`config.mk`:
```
export PLATFORM = sky130hd
export DESIGN_NAME = pid_with_settle_detect
export DESIGN_NICKNAME = d
export VERILOG_FILES = /design/src/rtl/pidsd_pkg.sv /design/src/rtl/pidsd_cfg.sv /design/src/rtl/pidsd_ctrl.sv /design/src/rtl/pidsd_dp.sv /design/src/rtl/pid_with_settle_detect.sv
export SDC_FILE = /design/constraint.sdc
export NUM_CORES = 2
export LEC_CHECK = 0
export BUFFER_PORTS_ARGS = -buffer_cell sky130_fd_sc_hd__buf_2
export CAP_MARGIN = 0
export CORE_AREA = 2 2 296 517
export CTS_CLUSTER_SIZE = 24
export DETAILED_ROUTE_END_ITERATION = 16
export DIE_AREA = 0 0 298 519
export GPL_TIMING_DRIVEN = 0
export HOLD_SLACK_MARGIN = 0.06
export PLACE_DENSITY = 0.82
export SLEW_MARGIN = 10
export SYNTH_ARGS = -nofsm -noshare
export SYNTH_HDL_FRONTEND = slang
export SYNTH_SLANG_ARGS = --single-unit
```
`constraint.sdc`:
```
create_clock -name clk -period 20.6 [get_ports clk]
set_input_delay 2.06 -clock clk [delete_from_list [all_inputs] [get_ports clk]]
set_output_delay 2.06 -clock clk [all_outputs]
set_load 0.02 [all_outputs]
```
`src/rtl/pidsd_pkg.sv`:
```
// ----------------------------------------------------------------------------
// pidsd_pkg
// Shared types and constants of the PID controller with settle detection.
// ----------------------------------------------------------------------------
package pidsd_pkg;

  localparam int CFG_ADDR_W = 4;
  localparam int CFG_DATA_W = 32;
  localparam int DRIVE_W    = 48;
  localparam int DIV_W      = 32;
  localparam int DIV_CNT_W  = $clog2(DIV_W);

  localparam logic [31:0] LIMIT_RESET  = 32'd1310720;  // 20.0
  localparam logic [31:0] BAND_RESET   = 32'd3276800;  // 50.0
  localparam logic [15:0] SETTLE_RESET = 16'd50;

  localparam logic [DRIVE_W-1:0] DRIVE_MAX = {1'b0, {(DRIVE_W-1){1'b1}}};
  localparam logic [DRIVE_W-1:0] DRIVE_MIN = {1'b1, {(DRIVE_W-1){1'b0}}};

  typedef enum logic [CFG_ADDR_W-1:0] {
    REG_GAIN_P          = 4'd0,
    REG_GAIN_I          = 4'd1,
    REG_GAIN_D          = 4'd2,
    REG_INTEGRAL_LIMIT  = 4'd3,
    REG_INTEGRAL_BAND   = 4'd4,
    REG_ERROR_TOLERANCE = 4'd5,
    REG_DERIV_TOLERANCE = 4'd6,
    REG_SETTLE_TIME     = 4'd7
  } reg_idx_t;

  typedef struct packed {
    logic [31:0] gain_p;
    logic [31:0] gain_i;
    logic [31:0] gain_d;
    logic [31:0] integral_limit;
    logic [31:0] integral_band;
    logic [15:0] error_tolerance;
    logic [31:0] deriv_tolerance;
    logic [15:0] settle_time;
  } cfg_t;

  typedef enum logic [3:0] {
    ST_IDLE,
    ST_MUL_P,
    ST_MUL_D,
    ST_INTEG,
    ST_MUL_CLAMP,
    ST_CLAMP_CHK,
    ST_DIV,
    ST_DIV_APPLY,
    ST_FINISH,
    ST_MUL_I,
    ST_LATCH_I,
    ST_OUT
  } ctrl_state_t;

  typedef struct packed {
    logic load;
    logic mul_p;
    logic mul_d;
    logic integ;
    logic mul_clamp;
    logic div_start;
    logic div_step;
    logic div_apply;
    logic finish;
    logic mul_i;
    logic latch_i;
    logic out_load;
  } dp_cmd_t;

  typedef struct packed {
    logic clamp_hit;
    logic div_last;
    logic out_busy;
  } dp_status_t;

endpackage

```
`src/rtl/pidsd_cfg.sv`:
```
// ----------------------------------------------------------------------------
// pidsd_cfg
// Configuration register bank; out-of-range indexes are ignored.
// ----------------------------------------------------------------------------
module pidsd_cfg (
  input  logic                             clk,
  input  logic                             rst,
  input  logic                             cfg_we,
  input  logic [pidsd_pkg::CFG_ADDR_W-1:0] cfg_addr,
  input  logic [pidsd_pkg::CFG_DATA_W-1:0] cfg_data,
  output pidsd_pkg::cfg_t                  cfg
);

  always_ff @(posedge clk) begin
    if (rst) begin
      cfg.gain_p          <= '0;
      cfg.gain_i          <= '0;
      cfg.gain_d          <= '0;
      cfg.integral_limit  <= pidsd_pkg::LIMIT_RESET;
      cfg.integral_band   <= pidsd_pkg::BAND_RESET;
      cfg.error_tolerance <= '0;
      cfg.deriv_tolerance <= '0;
      cfg.settle_time     <= pidsd_pkg::SETTLE_RESET;
    end else if (cfg_we) begin
      unique case (pidsd_pkg::reg_idx_t'(cfg_addr))
        pidsd_pkg::REG_GAIN_P:          cfg.gain_p          <= cfg_data;
        pidsd_pkg::REG_GAIN_I:          cfg.gain_i          <= cfg_data;
        pidsd_pkg::REG_GAIN_D:          cfg.gain_d          <= cfg_data;
        pidsd_pkg::REG_INTEGRAL_LIMIT:  cfg.integral_limit  <= cfg_data;
        pidsd_pkg::REG_INTEGRAL_BAND:   cfg.integral_band   <= cfg_data;
        pidsd_pkg::REG_ERROR_TOLERANCE: cfg.error_tolerance <= cfg_data[15:0];
        pidsd_pkg::REG_DERIV_TOLERANCE: cfg.deriv_tolerance <= cfg_data;
        pidsd_pkg::REG_SETTLE_TIME:     cfg.settle_time     <= cfg_data[15:0];
        default: ;
      endcase
    end
  end

endmodule

```
`src/rtl/pidsd_ctrl.sv`:
```
// ----------------------------------------------------------------------------
// pidsd_ctrl
// Sequencer: steps one request through multiply, clamp, divide and output.
// ----------------------------------------------------------------------------
module pidsd_ctrl (
  input  logic                   clk,
  input  logic                   rst,
  input  logic                   in_valid,
  output logic                   in_ready,
  input  pidsd_pkg::dp_status_t  status,
  output pidsd_pkg::dp_cmd_t     cmd
);

  pidsd_pkg::ctrl_state_t state, state_next;

  always_ff @(posedge clk) begin
    if (rst) begin
      state <= pidsd_pkg::ST_IDLE;
    end else begin
      state <= state_next;
    end
  end

  always_comb begin
    state_next = state;
    cmd        = '0;
    in_ready   = 1'b0;
    unique case (state)
      pidsd_pkg::ST_IDLE: begin
        in_ready = !rst;
        if (in_valid && !rst) begin
          cmd.load   = 1'b1;
          state_next = pidsd_pkg::ST_MUL_P;
        end
      end
      pidsd_pkg::ST_MUL_P: begin
        cmd.mul_p  = 1'b1;
        state_next = pidsd_pkg::ST_MUL_D;
      end
      pidsd_pkg::ST_MUL_D: begin
        cmd.mul_d  = 1'b1;
        state_next = pidsd_pkg::ST_INTEG;
      end
      pidsd_pkg::ST_INTEG: begin
        cmd.integ  = 1'b1;
        state_next = pidsd_pkg::ST_MUL_CLAMP;
      end
      pidsd_pkg::ST_MUL_CLAMP: begin
        cmd.mul_clamp = 1'b1;
        state_next    = pidsd_pkg::ST_CLAMP_CHK;
      end
      pidsd_pkg::ST_CLAMP_CHK: begin
        if (status.clamp_hit) begin
          cmd.div_start = 1'b1;
          state_next    = pidsd_pkg::ST_DIV;
        end else begin
          state_next = pidsd_pkg::ST_FINISH;
        end
      end
      pidsd_pkg::ST_DIV: begin
        cmd.div_step = 1'b1;
        if (status.div_last) begin
          state_next = pidsd_pkg::ST_DIV_APPLY;
        end
      end
      pidsd_pkg::ST_DIV_APPLY: begin
        cmd.div_apply = 1'b1;
        state_next    = pidsd_pkg::ST_FINISH;
      end
      pidsd_pkg::ST_FINISH: begin
        cmd.finish = 1'b1;
        state_next = pidsd_pkg::ST_MUL_I;
      end
      pidsd_pkg::ST_MUL_I: begin
        cmd.mul_i  = 1'b1;
        state_next = pidsd_pkg::ST_LATCH_I;
      end
      pidsd_pkg::ST_LATCH_I: begin
        cmd.latch_i = 1'b1;
        state_next  = pidsd_pkg::ST_OUT;
      end
      pidsd_pkg::ST_OUT: begin
        if (!status.out_busy) begin
          cmd.out_load = 1'b1;
          state_next   = pidsd_pkg::ST_IDLE;
        end
      end
      default: state_next = pidsd_pkg::ST_IDLE;
    endcase
  end

endmodule

```
`src/rtl/pidsd_dp.sv`:
```
// ----------------------------------------------------------------------------
// pidsd_dp
// Datapath: controller state, shared 32x32 multiplier, restoring divider,
// drive summation with saturation and the output register.
// ----------------------------------------------------------------------------
module pidsd_dp (
  input  logic                                clk,
  input  logic                                rst,
  input  pidsd_pkg::cfg_t                     cfg,
  input  pidsd_pkg::dp_cmd_t                  cmd,
  output pidsd_pkg::dp_status_t               status,
  input  logic signed [15:0]                  setpoint,
  input  logic signed [15:0]                  measurement,
  input  logic [31:0]                         now_ms,
  input  logic                                restart,
  output logic                                out_valid,
  input  logic                                out_ready,
  output logic signed [pidsd_pkg::DRIVE_W-1:0] drive,
  output logic                                arrived
);

  // persistent state
  logic signed [16:0] prev_error;
  logic signed [31:0] error_sum;
  logic               first_pending;
  logic               arrived_flag;
  logic [31:0]        settle_start;

  // per-request work registers
  logic signed [16:0] err;
  logic [31:0]        now_q;
  logic signed [31:0] es_work;
  logic [47:0]        p_mag;
  logic               p_neg;
  logic [48:0]        d_mag;
  logic               d_neg;
  logic [62:0]        i_mag;
  logic               i_neg;
  logic [63:0]        prod;

  // divider
  logic [31:0]                      rem;
  logic [31:0]                      quo;
  logic [pidsd_pkg::DIV_CNT_W-1:0]  div_cnt;

  logic signed [16:0] err_in;
  logic [15:0]        err_abs;
  logic signed [17:0] delta;
  logic [16:0]        delta_abs;
  logic [31:0]        es_work_abs;
  logic [31:0]        error_sum_abs;
  logic signed [32:0] acc;
  logic signed [31:0] acc_sat;
  logic [31:0]        mul_a;
  logic [31:0]        mul_b;
  logic [32:0]        rem_sh;
  logic               div_ge;
  logic               zero_sum;
  logic               steady;
  logic signed [65:0] p_s;
  logic signed [65:0] d_s;
  logic signed [65:0] i_s;
  logic signed [65:0] sum;
  logic               sum_fits;
  logic [pidsd_pkg::DRIVE_W-1:0] drive_sat;

  assign err_in        = 17'(setpoint) - 17'(measurement);
  assign err_abs       = err[16] ? 16'(-err) : 16'(err);
  assign delta         = 18'(err) - 18'(prev_error);
  assign delta_abs     = delta[17] ? 17'(-delta) : 17'(delta);
  assign es_work_abs   = es_work[31] ? 32'(-es_work) : 32'(es_work);
  assign error_sum_abs = error_sum[31] ? 32'(-error_sum) : 32'(error_sum);

  assign acc     = 33'(error_sum) + 33'(err);
  assign acc_sat = (acc[32] != acc[31]) ? {acc[32], {31{~acc[32]}}} : acc[31:0];

  always_comb begin
    mul_a = cfg.gain_p;
    mul_b = {16'b0, err_abs[15:0]};
    priority if (cmd.mul_d) begin
      mul_a = cfg.gain_d;
      mul_b = {15'b0, delta_abs[16:0]};
    end else if (cmd.mul_clamp) begin
      mul_a = cfg.gain_i;
      mul_b = es_work_abs;
    end else if (cmd.mul_i) begin
      mul_a = cfg.gain_i;
      mul_b = error_sum_abs;
    end else begin
      mul_a = cfg.gain_p;
      mul_b = {16'b0, err_abs[15:0]};
    end
  end

  assign rem_sh = {rem, quo[31]};
  assign div_ge = rem_sh >= {1'b0, cfg.gain_i};

  assign zero_sum = (err == '0) || (es_work[31] != err[16])
                    || ({1'b0, err_abs[15:0]} <= {1'b0, cfg.error_tolerance});
  assign steady   = (err_abs[15:0] <= cfg.error_tolerance)
                    && (d_mag <= {17'b0, cfg.deriv_tolerance});

  assign p_s = p_neg ? -$signed({18'b0, p_mag}) : $signed({18'b0, p_mag});
  assign d_s = d_neg ? -$signed({17'b0, d_mag}) : $signed({17'b0, d_mag});
  assign i_s = i_neg ? -$signed({3'b0, i_mag})  : $signed({3'b0, i_mag});
  assign sum = p_s + d_s + i_s;

  assign sum_fits  = (&sum[65:pidsd_pkg::DRIVE_W-1]) || !(|sum[65:pidsd_pkg::DRIVE_W-1]);
  assign drive_sat = sum_fits ? sum[pidsd_pkg::DRIVE_W-1:0]
                   : (sum[65] ? pidsd_pkg::DRIVE_MIN : pidsd_pkg::DRIVE_MAX);

  assign status.clamp_hit = prod > {32'b0, cfg.integral_limit};
  assign status.div_last  = div_cnt == pidsd_pkg::DIV_CNT_W'(pidsd_pkg::DIV_W - 1);
  assign status.out_busy  = out_valid && !out_ready;

  // control-side state
  always_ff @(posedge clk) begin
    if (rst) begin
      prev_error    <= '0;
      error_sum     <= '0;
      first_pending <= 1'b1;
      arrived_flag  <= 1'b0;
      settle_start  <= '0;
      out_valid     <= 1'b0;
    end else begin
      if (cmd.load && (restart || first_pending)) begin
        first_pending <= 1'b0;
        prev_error    <= err_in;
        error_sum     <= '0;
      end
      if (cmd.mul_d) begin
        prev_error <= err;
      end
      if (cmd.finish) begin
        error_sum <= zero_sum ? '0 : es_work;
        if (steady) begin
          if ((now_q - settle_start) >= {16'b0, cfg.settle_time}) begin
            arrived_flag <= 1'b1;
          end
        end else begin
          settle_start <= now_q;
        end
      end
      if (cmd.out_load) begin
        out_valid <= 1'b1;
      end else if (out_ready) begin
        out_valid <= 1'b0;
      end
    end
  end

  // payload registers
  always_ff @(posedge clk) begin
    if (cmd.load) begin
      err   <= err_in;
      now_q <= now_ms;
    end
    if (cmd.mul_p || cmd.mul_d || cmd.mul_clamp || cmd.mul_i) begin
      prod <= mul_a * mul_b;
    end
    if (cmd.mul_d) begin
      p_mag <= prod[47:0];
      p_neg <= err[16];
      d_neg <= delta[17];
    end
    if (cmd.integ) begin
      d_mag <= prod[48:0];
      if (p_mag >= {16'b0, cfg.integral_band}) begin
        es_work <= '0;
      end else begin
        es_work <= acc_sat;
      end
    end
    if (cmd.div_start) begin
      rem     <= '0;
      quo     <= cfg.integral_limit;
      div_cnt <= '0;
    end
    if (cmd.div_step) begin
      rem     <= div_ge ? 32'(rem_sh - {1'b0, cfg.gain_i}) : rem_sh[31:0];
      quo     <= {quo[30:0], div_ge};
      div_cnt <= div_cnt + 1'b1;
    end
    if (cmd.div_apply) begin
      es_work <= es_work[31] ? 32'(-quo) : quo;
    end
    if (cmd.mul_i) begin
      i_neg <= error_sum[31];
    end
    if (cmd.latch_i) begin
      i_mag <= prod[62:0];
    end
    if (cmd.out_load) begin
      drive   <= drive_sat;
      arrived <= arrived_flag;
    end
  end

endmodule

```
`src/rtl/pid_with_settle_detect.sv`:
```
// ----------------------------------------------------------------------------
// pid_with_settle_detect
// PID controller with integral separation, anti-windup clamp and settle
// detection; sticky arrived flag once error and D stay in tolerance.
//
//   channel  dir  handshake                     payload
//   s_axis   in   s_axis_tvalid/s_axis_tready   setpoint, measurement, now_ms, restart
//   m_axis   out  m_axis_tvalid/m_axis_tready   drive, arrived
//   cfg      in   cfg_we                        cfg_addr, cfg_data
//
// One request is worked on at a time; when the integral clamp fires, the clamp
// value comes from a 32-step restoring divider (integral_limit / gain_i), and
// all products share one registered 32x32 multiplier.
// Reset is synchronous; it loads register defaults and clears the state, and
// no request is taken while it is held.
// A finished result waits in the output register while the next request is
// taken; a request only stalls when it finishes with the previous one unread.
// ----------------------------------------------------------------------------
module pid_with_settle_detect (
  input  logic                             clk,
  input  logic                             rst,
  input  logic                             s_axis_tvalid,
  output logic                             s_axis_tready,
  input  logic [63:0]                      s_axis_tdata,  // setpoint, measurement, now_ms
  input  logic                             s_axis_tuser,  // restart
  output logic                             m_axis_tvalid,
  input  logic                             m_axis_tready,
  output logic [pidsd_pkg::DRIVE_W-1:0]    m_axis_tdata,  // drive
  output logic                             m_axis_tuser,  // arrived
  input  logic                             cfg_we,
  input  logic [pidsd_pkg::CFG_ADDR_W-1:0] cfg_addr,
  input  logic [pidsd_pkg::CFG_DATA_W-1:0] cfg_data
);

  pidsd_pkg::cfg_t       cfg;
  pidsd_pkg::dp_cmd_t    cmd;
  pidsd_pkg::dp_status_t status;
  logic signed [pidsd_pkg::DRIVE_W-1:0] drive;

  pidsd_cfg u_cfg (
    .clk      (clk),
    .rst      (rst),
    .cfg_we   (cfg_we),
    .cfg_addr (cfg_addr),
    .cfg_data (cfg_data),
    .cfg      (cfg)
  );

  pidsd_ctrl u_ctrl (
    .clk      (clk),
    .rst      (rst),
    .in_valid (s_axis_tvalid),
    .in_ready (s_axis_tready),
    .status   (status),
    .cmd      (cmd)
  );

  pidsd_dp u_dp (
    .clk         (clk),
    .rst         (rst),
    .cfg         (cfg),
    .cmd         (cmd),
    .status      (status),
    .setpoint    ($signed(s_axis_tdata[15:0])),
    .measurement ($signed(s_axis_tdata[31:16])),
    .now_ms      (s_axis_tdata[63:32]),
    .restart     (s_axis_tuser),
    .out_valid   (m_axis_tvalid),
    .out_ready   (m_axis_tready),
    .drive       (drive),
    .arrived     (m_axis_tuser)
  );

  assign m_axis_tdata = drive;

endmodule

```
Yosys cells after proc, flatten, opt, wreduce, memory -nomap -nowiden
Cells that the tools add are included.
{"block": "totals", "regBits": 738, "in_bits": 106, "output_inout_bits": 51, "word_cells": 170}
{"block": "op_classes", "n_addsub": 16, "multipliers": 1, "order_cmp": 7, "eq_ne": 24, "n_mux": 55, "bitwise_logic": 2, "reduce_logical": 35}
{"cell": "2-to-1 mux 32 bit", "count": 21}
{"cell": "2-to-1 mux 66 bit", "count": 3}
{"cell": "adder 66 bit", "count": 2}
{"cell": "2-to-1 mux 48 bit", "count": 2}
{"cell": "negation 32 bit", "count": 3}
{"cell": "negation 48 -> 66 bit", "count": 1}
{"cell": "negation 49 -> 66 bit", "count": 1}
{"cell": "negation 63 -> 66 bit", "count": 1}
{"cell": "greater-than comparator 64 x 32 -> 1 bit", "count": 1}
{"cell": "multiplier 32 x 32 -> 64 bit", "count": 1}
{"cell": "subtractor 32 bit", "count": 2}
{"cell": "2-to-1 mux 17 bit", "count": 3}
{"cell": "<= comparator 49 x 32 -> 1 bit", "count": 1}
{"cell": ">= comparator 48 x 32 -> 1 bit", "count": 1}
{"cell": "one-hot mux 4 bit (12 select lines)", "count": 1}
{"cell": "adder 32 x 17 -> 33 bit", "count": 1}
{"cell": ">= comparator 33 x 32 -> 1 bit", "count": 1}
{"cell": "equality test 4 x 3 -> 1 bit, second input constant", "count": 8}
{"cell": ">= comparator 32 x 16 -> 1 bit", "count": 1}
{"cell": "<= comparator 16 bit", "count": 2}
{"cell": "AND reduction 19 bit", "count": 1}
{"cell": "OR reduction 19 bit", "count": 1}
{"cell": "2-to-1 mux 1 bit", "count": 18}
{"cell": "AND reduction 2 bit", "count": 9}
{"cell": "other kinds (23)", "count": 54}

Longest topological paths before layout
{"block": "depth", "word_depth": 8, "mapped_depth": 45, "depth_no_buf": 42}

Modules after synthesis
From an unflattened synthesis, not the netlist that was laid out.
{"block": "hier_totals", "hier_cells": 8832, "area_unflattened_um2": 80896.3}
{"module": "pidsd_dp", "n_inst": 1, "cells_per_inst": 7998, "area_each_um2": 71732.5, "seq_area_each_um2": 14473.9}
{"module": "pidsd_cfg", "n_inst": 1, "cells_per_inst": 788, "area_each_um2": 8848.5, "seq_area_each_um2": 4484.3}
{"module": "pidsd_ctrl", "n_inst": 1, "cells_per_inst": 46, "area_each_um2": 315.3, "seq_area_each_um2": 80.1}

Least setup slack after synthesis
Ideal clock, no wire load.
{"block": "synth_path", "path_type": "register to register", "start": "reg u_dp.err[0]", "end": "reg u_dp.prod[44] (data pin)", "setup_ns": 0.260, "arrival_time_ns": 10.348, "required_time_ns": 20.340, "path_slack_ns": 9.992, "path_stages_with_launch": 42, "n_path_buf": 2, "period_less_slack_ns": 10.608, "path_cell_list": "edfxtp_1 > inv_1 > ha_1 > fa_1 > nor2b_1 > o21bai_1 > a21boi_0 > o21ai_0 > a21boi_0 > o21a_1 > o221ai_1 > o32ai_1 > xor2_1 > o21ai_1 > clkbuf_1 > nand2_1 > fa_1 > inv_1 > [... 6 more ...] > fa_1 > fa_1 > inv_1 > fa_1 > inv_1 > ha_1 > clkbuf_1 > a2111oi_0 > o21ai_0 > a31o_2 > a211oi_1 > o31a_1 > a21oi_1 > a2111oi_0 > or3b_2 > a31oi_1 > a21boi_0 > xnor2_1"}
{"block": "synth_between", "elab_chain_cells": 6}
{"item": "start, declared", "line_no": "pidsd_dp.sv:30", "source": "logic signed [16:0] err;"}
{"item": "start signal, assigned", "line_no": "pidsd_dp.sv:155", "source": "err <= err_in;"}
{"item": "parallel branches: the longest is 4 deep, another holds subtractor 17 x 17 -> 18 bit"}
{"item": "2-to-1 mux 32 bit (*)", "line_no": "pidsd_dp.sv:80", "source": "priority if (cmd.mul_d) begin"}
{"item": "multiplier 32 x 32 -> 64 bit (*)", "line_no": "pidsd_dp.sv:159", "source": "prod <= mul_a * mul_b;"}
{"item": "end signal, assigned", "line_no": "pidsd_dp.sv:159"}
{"item": "end, declared", "line_no": "pidsd_dp.sv:39", "source": "logic [63:0] prod;"}
Mark *: on every way between the ends.
A chain may end at the register's enable or synchronous reset.

Worst setup path in the final report
{"block": "layout_path", "start": "reg u_ctrl.state[3]", "end": "reg u_dp.prod[63] (data pin)"}
{"block": "layout_between", "elab_chain_cells": 6}
{"item": "start, declared", "line_no": "pidsd_ctrl.sv:14", "source": "pidsd_pkg::ctrl_state_t state, state_next;"}
{"item": "start signal, assigned", "line_no": "pidsd_ctrl.sv:18", "source": "state <= pidsd_pkg::ST_IDLE;"}
{"item": "start signal, assigned", "line_no": "pidsd_ctrl.sv:20", "source": "state <= state_next;"}
{"item": "equality test 4 bit", "line_no": "pidsd_ctrl.sv:28", "source": "unique case (state)"}
{"item": "2-to-1 mux 1 bit", "line_no": "pidsd_ctrl.sv:28"}
{"item": "2-to-1 mux 32 bit", "line_no": "pidsd_dp.sv:86", "source": "end else if (cmd.mul_i) begin"}
{"item": "2-to-1 mux 32 bit", "line_no": "pidsd_dp.sv:83", "source": "end else if (cmd.mul_clamp) begin"}
{"item": "2-to-1 mux 32 bit", "line_no": "pidsd_dp.sv:80"}
{"item": "multiplier 32 x 32 -> 64 bit (*)", "line_no": "pidsd_dp.sv:159"}
Mark *: on every way between the ends. The rest lies on a longest branch, timed or not.

==> summary.md <==
| Metric | Value |
|---|---|
| Reg2reg setup slack | `5.89 ns` |
| Leading area contributor after synthesis | `fa_1` |
| Yosys top cell area share | `23.6%` |
| #FFs+latches synth | `738` |
| Cell internal pwr | `3.43 mW` |
| Syn. warnings | `0` |
| Slew headroom | `-8.40%` |
| Power share of the combinational group | `49.9%` |
| Placed inst area | `86400 sq um` |
| Worst Tran Pin Value | `1.63 ns` |
| Clk_skew | `0.0678 ns` |
| Synth top cells by count | `inv_1, nand2_1, fa_1` |
| Area added between synthesis and finish | `8.28%` |
| Final instance area | `89000 sq um` |
| Peak VDD IR | `0.0000828 V` |
| CTS hold repair buffers | `0` |
| Net switching power | `2.88 mW` |
| Post-CTS Setup Bufs | `0` |
| Final #Nets | `11300` |
| DRC | `0` |
| Die area | `155000 sq um` |
| Synth Cell Area | `82100 sq um` |
| Main combinational cell family by area after synthesis | `adder cells` |
| Top-count cell post-synth | `inv_1` |
| Routed wire length | `386 mm` |
| Clock Sinks | `738` |
| CP endpoint kind | `register` |
| Hold Path Class | `reg2reg` |
| Total CTS buffers | `61` |
| DR pass1 iterations | `13` |
| Async S/R FF share, synth | `0%` |
| Maximum clock frequency | `68.0 MHz` |
| Gr ovfl total | `0` |
| Distinct cells, synth | `94` |
| Gpl congestion | `1.19` |
| Sequential power share | `29.8%` |
| Slowest stage delay, CP | `1.04 ns` |
| Clock share of power | `20.3%` |
| CTS resizes | `0` |
| RSZ-0062 raised after global routing | `false` |
| Largest net degree at the start of global routing | `65` |
| Crit-path most repeated cell | `fa_1` |
| Sw Share | `45.7%` |
| Wire length per cell | `33.0 um` |
| Outcome | `finished, violations left` |
| Ys flop type | `edfxtp_1` |
| First-pass GRT wire length | `561 mm` |
| Row cnt | `189` |
| Post-route ant nets | `0` |
| Setup TNS | `0 ns` |
| PortBufs | `139` |
| Register area share after synthesis | `23.2%` |
| Filler cells | `13700` |
| HPWL after DPL | `307 mm` |
| Layout Utilization | `59.0%` |
| Max-slew violation count | `42` |
| Crit-path max FO | `10` |
| Syn_area_per_cell | `8.80 sq um` |
| CTS H-tree depth | `2` |
| Syn_nets | `11000` |
| Post-synth EDFFs | `426` |
| Layout cells sized above 1 | `5.37%` |
| Initial antenna violation count | `37` |
| Slowest-stage cell, CP | `clkbuf_1` |
| XOR/XNOR Fraction of Synth Area | `5.13%` |
| Hold Vio Cnt, Final | `0` |
| Critical path class | `reg2reg` |
| # setup viols final | `0` |
| Vias in the first global route | `77000` |
| Clk buf depth | `3` |
| Maxcap violations | `4` |
| Clock Latency Late Sink | `0.73 ns` |
| CP Data Required Time | `21.06 ns` |
| Clock root cell | `clkbuf_16` |
| Post-DR vias/cell | `6.51` |
| Final min period | `14.71 ns` |
| Failing checks | `max-capacitance violations, max-slew violations` |
| Die Span Y | `519 um` |
| Synth Area in Adders | `32.6%` |
| Total power | `6.31 mW` |
| Crit start category | `register` |
| Cells after synthesis | `9338` |
| Core area | `151000 sq um` |
| Clk pin slew, worst setup/hold paths | `0.08 ns` |
| Starting Density | `54.4%` |
| Data arrival, critical path | `15.17 ns` |
| Die width | `298 um` |
| Pleak | `37.9 nW` |
| Post-synthesis mux area share | `1.09%` |
| CTS tree | `built` |
| Period utilisation layout | `71.4%` |
| Synth Area in Simple Gates | `14.8%` |
| Ports | `157` |
| Total global-route track usage | `50.9%` |
| Compound-cell area share of the yosys netlist | `14.7%` |
| Pwr dens | `70.9 nW/um^2` |
| Initial DRC Count | `9049` |
| Largest cells by area after synthesis | `fa_1, edfxtp_1, ha_1, dfxtp_1, inv_1` |
| Vias | `76300` |
-- final timing paths --
check / endpoint / start / cells after the start
max: u_dp.prod[63] / u_ctrl.state[3] / 35
min: u_cfg.cfg[104] / u_cfg.cfg[104] / 2
max reg2reg: u_dp.prod[63] / u_ctrl.state[3] / 35
min reg2reg: u_cfg.cfg[104] / u_cfg.cfg[104] / 2
-- registers in the layout, summed over array words and instances, names as in the netlist, 4 cells and up --
name	count
u_dp.now_q	32
u_dp.d_mag	49
u_cfg.cfg	224
u_dp.settle_start	32
u_dp.error_sum	32
u_dp.err	17
u_dp.p_mag	48
u_dp.quo	32
u_dp.es_work	32
u_dp.div_cnt	5
u_dp.prev_error	17
u_dp.prod	64
u_dp.rem	32
u_dp.i_mag	63
u_ctrl.state	4
u_dp.drive	48
-- per-layer routing --
layer  vias up  track usage (%)  part of all wire, %
met3      2256             19.1                   11
met4        14             54.1                   15
met2      5150             80.3                   45
met1     37300             49.1                   29
met5         -            0.313                0.024
li1      31500                -                    -
-- power by group through the flow --
stage,logic (mW),registers (mW),clock network (mW)
finish,3.15,1.88,1.28
global route,3.38,1.88,1.32
CTS,2.99,1.87,1.27
detailed placement,2.97,1.90,0
global placement,2.89,1.90,0
floorplan,1.93,1.82,0
-- cells by family after synthesis --
group	after synthesis
AOI/OAI and AO/OA	1892
xor gates and xnor gates	479
adders and majority gates	1561
buffers and inverters	1841
DFF	738
muxes	89
and+or+nand+nor	2738
-- area by class of cell --
cell class                      count  area, sq um  share of cell area (%)
Antenna cell                       49          123                   0.138
Buffer                            500         2010                    2.26
Clock buffer                       85         1830                    2.06
Clock inverter                     30          322                   0.362
Inverter                         1341         5030                    5.66
Multi-Input combinational cell   6759        56400                    63.5
Sequential cell                   738        19000                    21.4
Tap cell                         2005         2510                    2.82
Timing Repair Buffer              201         1640                    1.85
-- metrics by stage --
stage	std cells	setup slack [ns]	hold slack [ns]
after global routing	11700	5.77	0.472
after global placement	11500	6.10	0.439
after detailed placement	11500	6.76	0.443
after floorplan	9338	9.99	0.427
final	11700	5.89	0.457
after CTS	11600	6.64	0.457
-- critical path, delay by kind of cell, from the launching register on --
kind	cells	cell delay, ns
flops	1	0.33
buf+inv	11	4.93
simple gates	5	1.04
compound gates	9	2.47
xor+xnor	1	0.28
fa+ha+maj	9	5.35
-- cells in the final DEF, fill, tap and decap left out, types with 302 or more instances in the layout --
cell	Yosys	final
a21oi_1	555	545
clkbuf_1	452	426
dfxtp_1	312	312
edfxtp_1	426	426
fa_1	967	967
ha_1	593	593
inv_1	1339	1339
nand2_1	1334	1334
nor2_1	649	645
o21ai_0	370	361
xnor2_1	303	302
(Power assumes the default switching activity.)
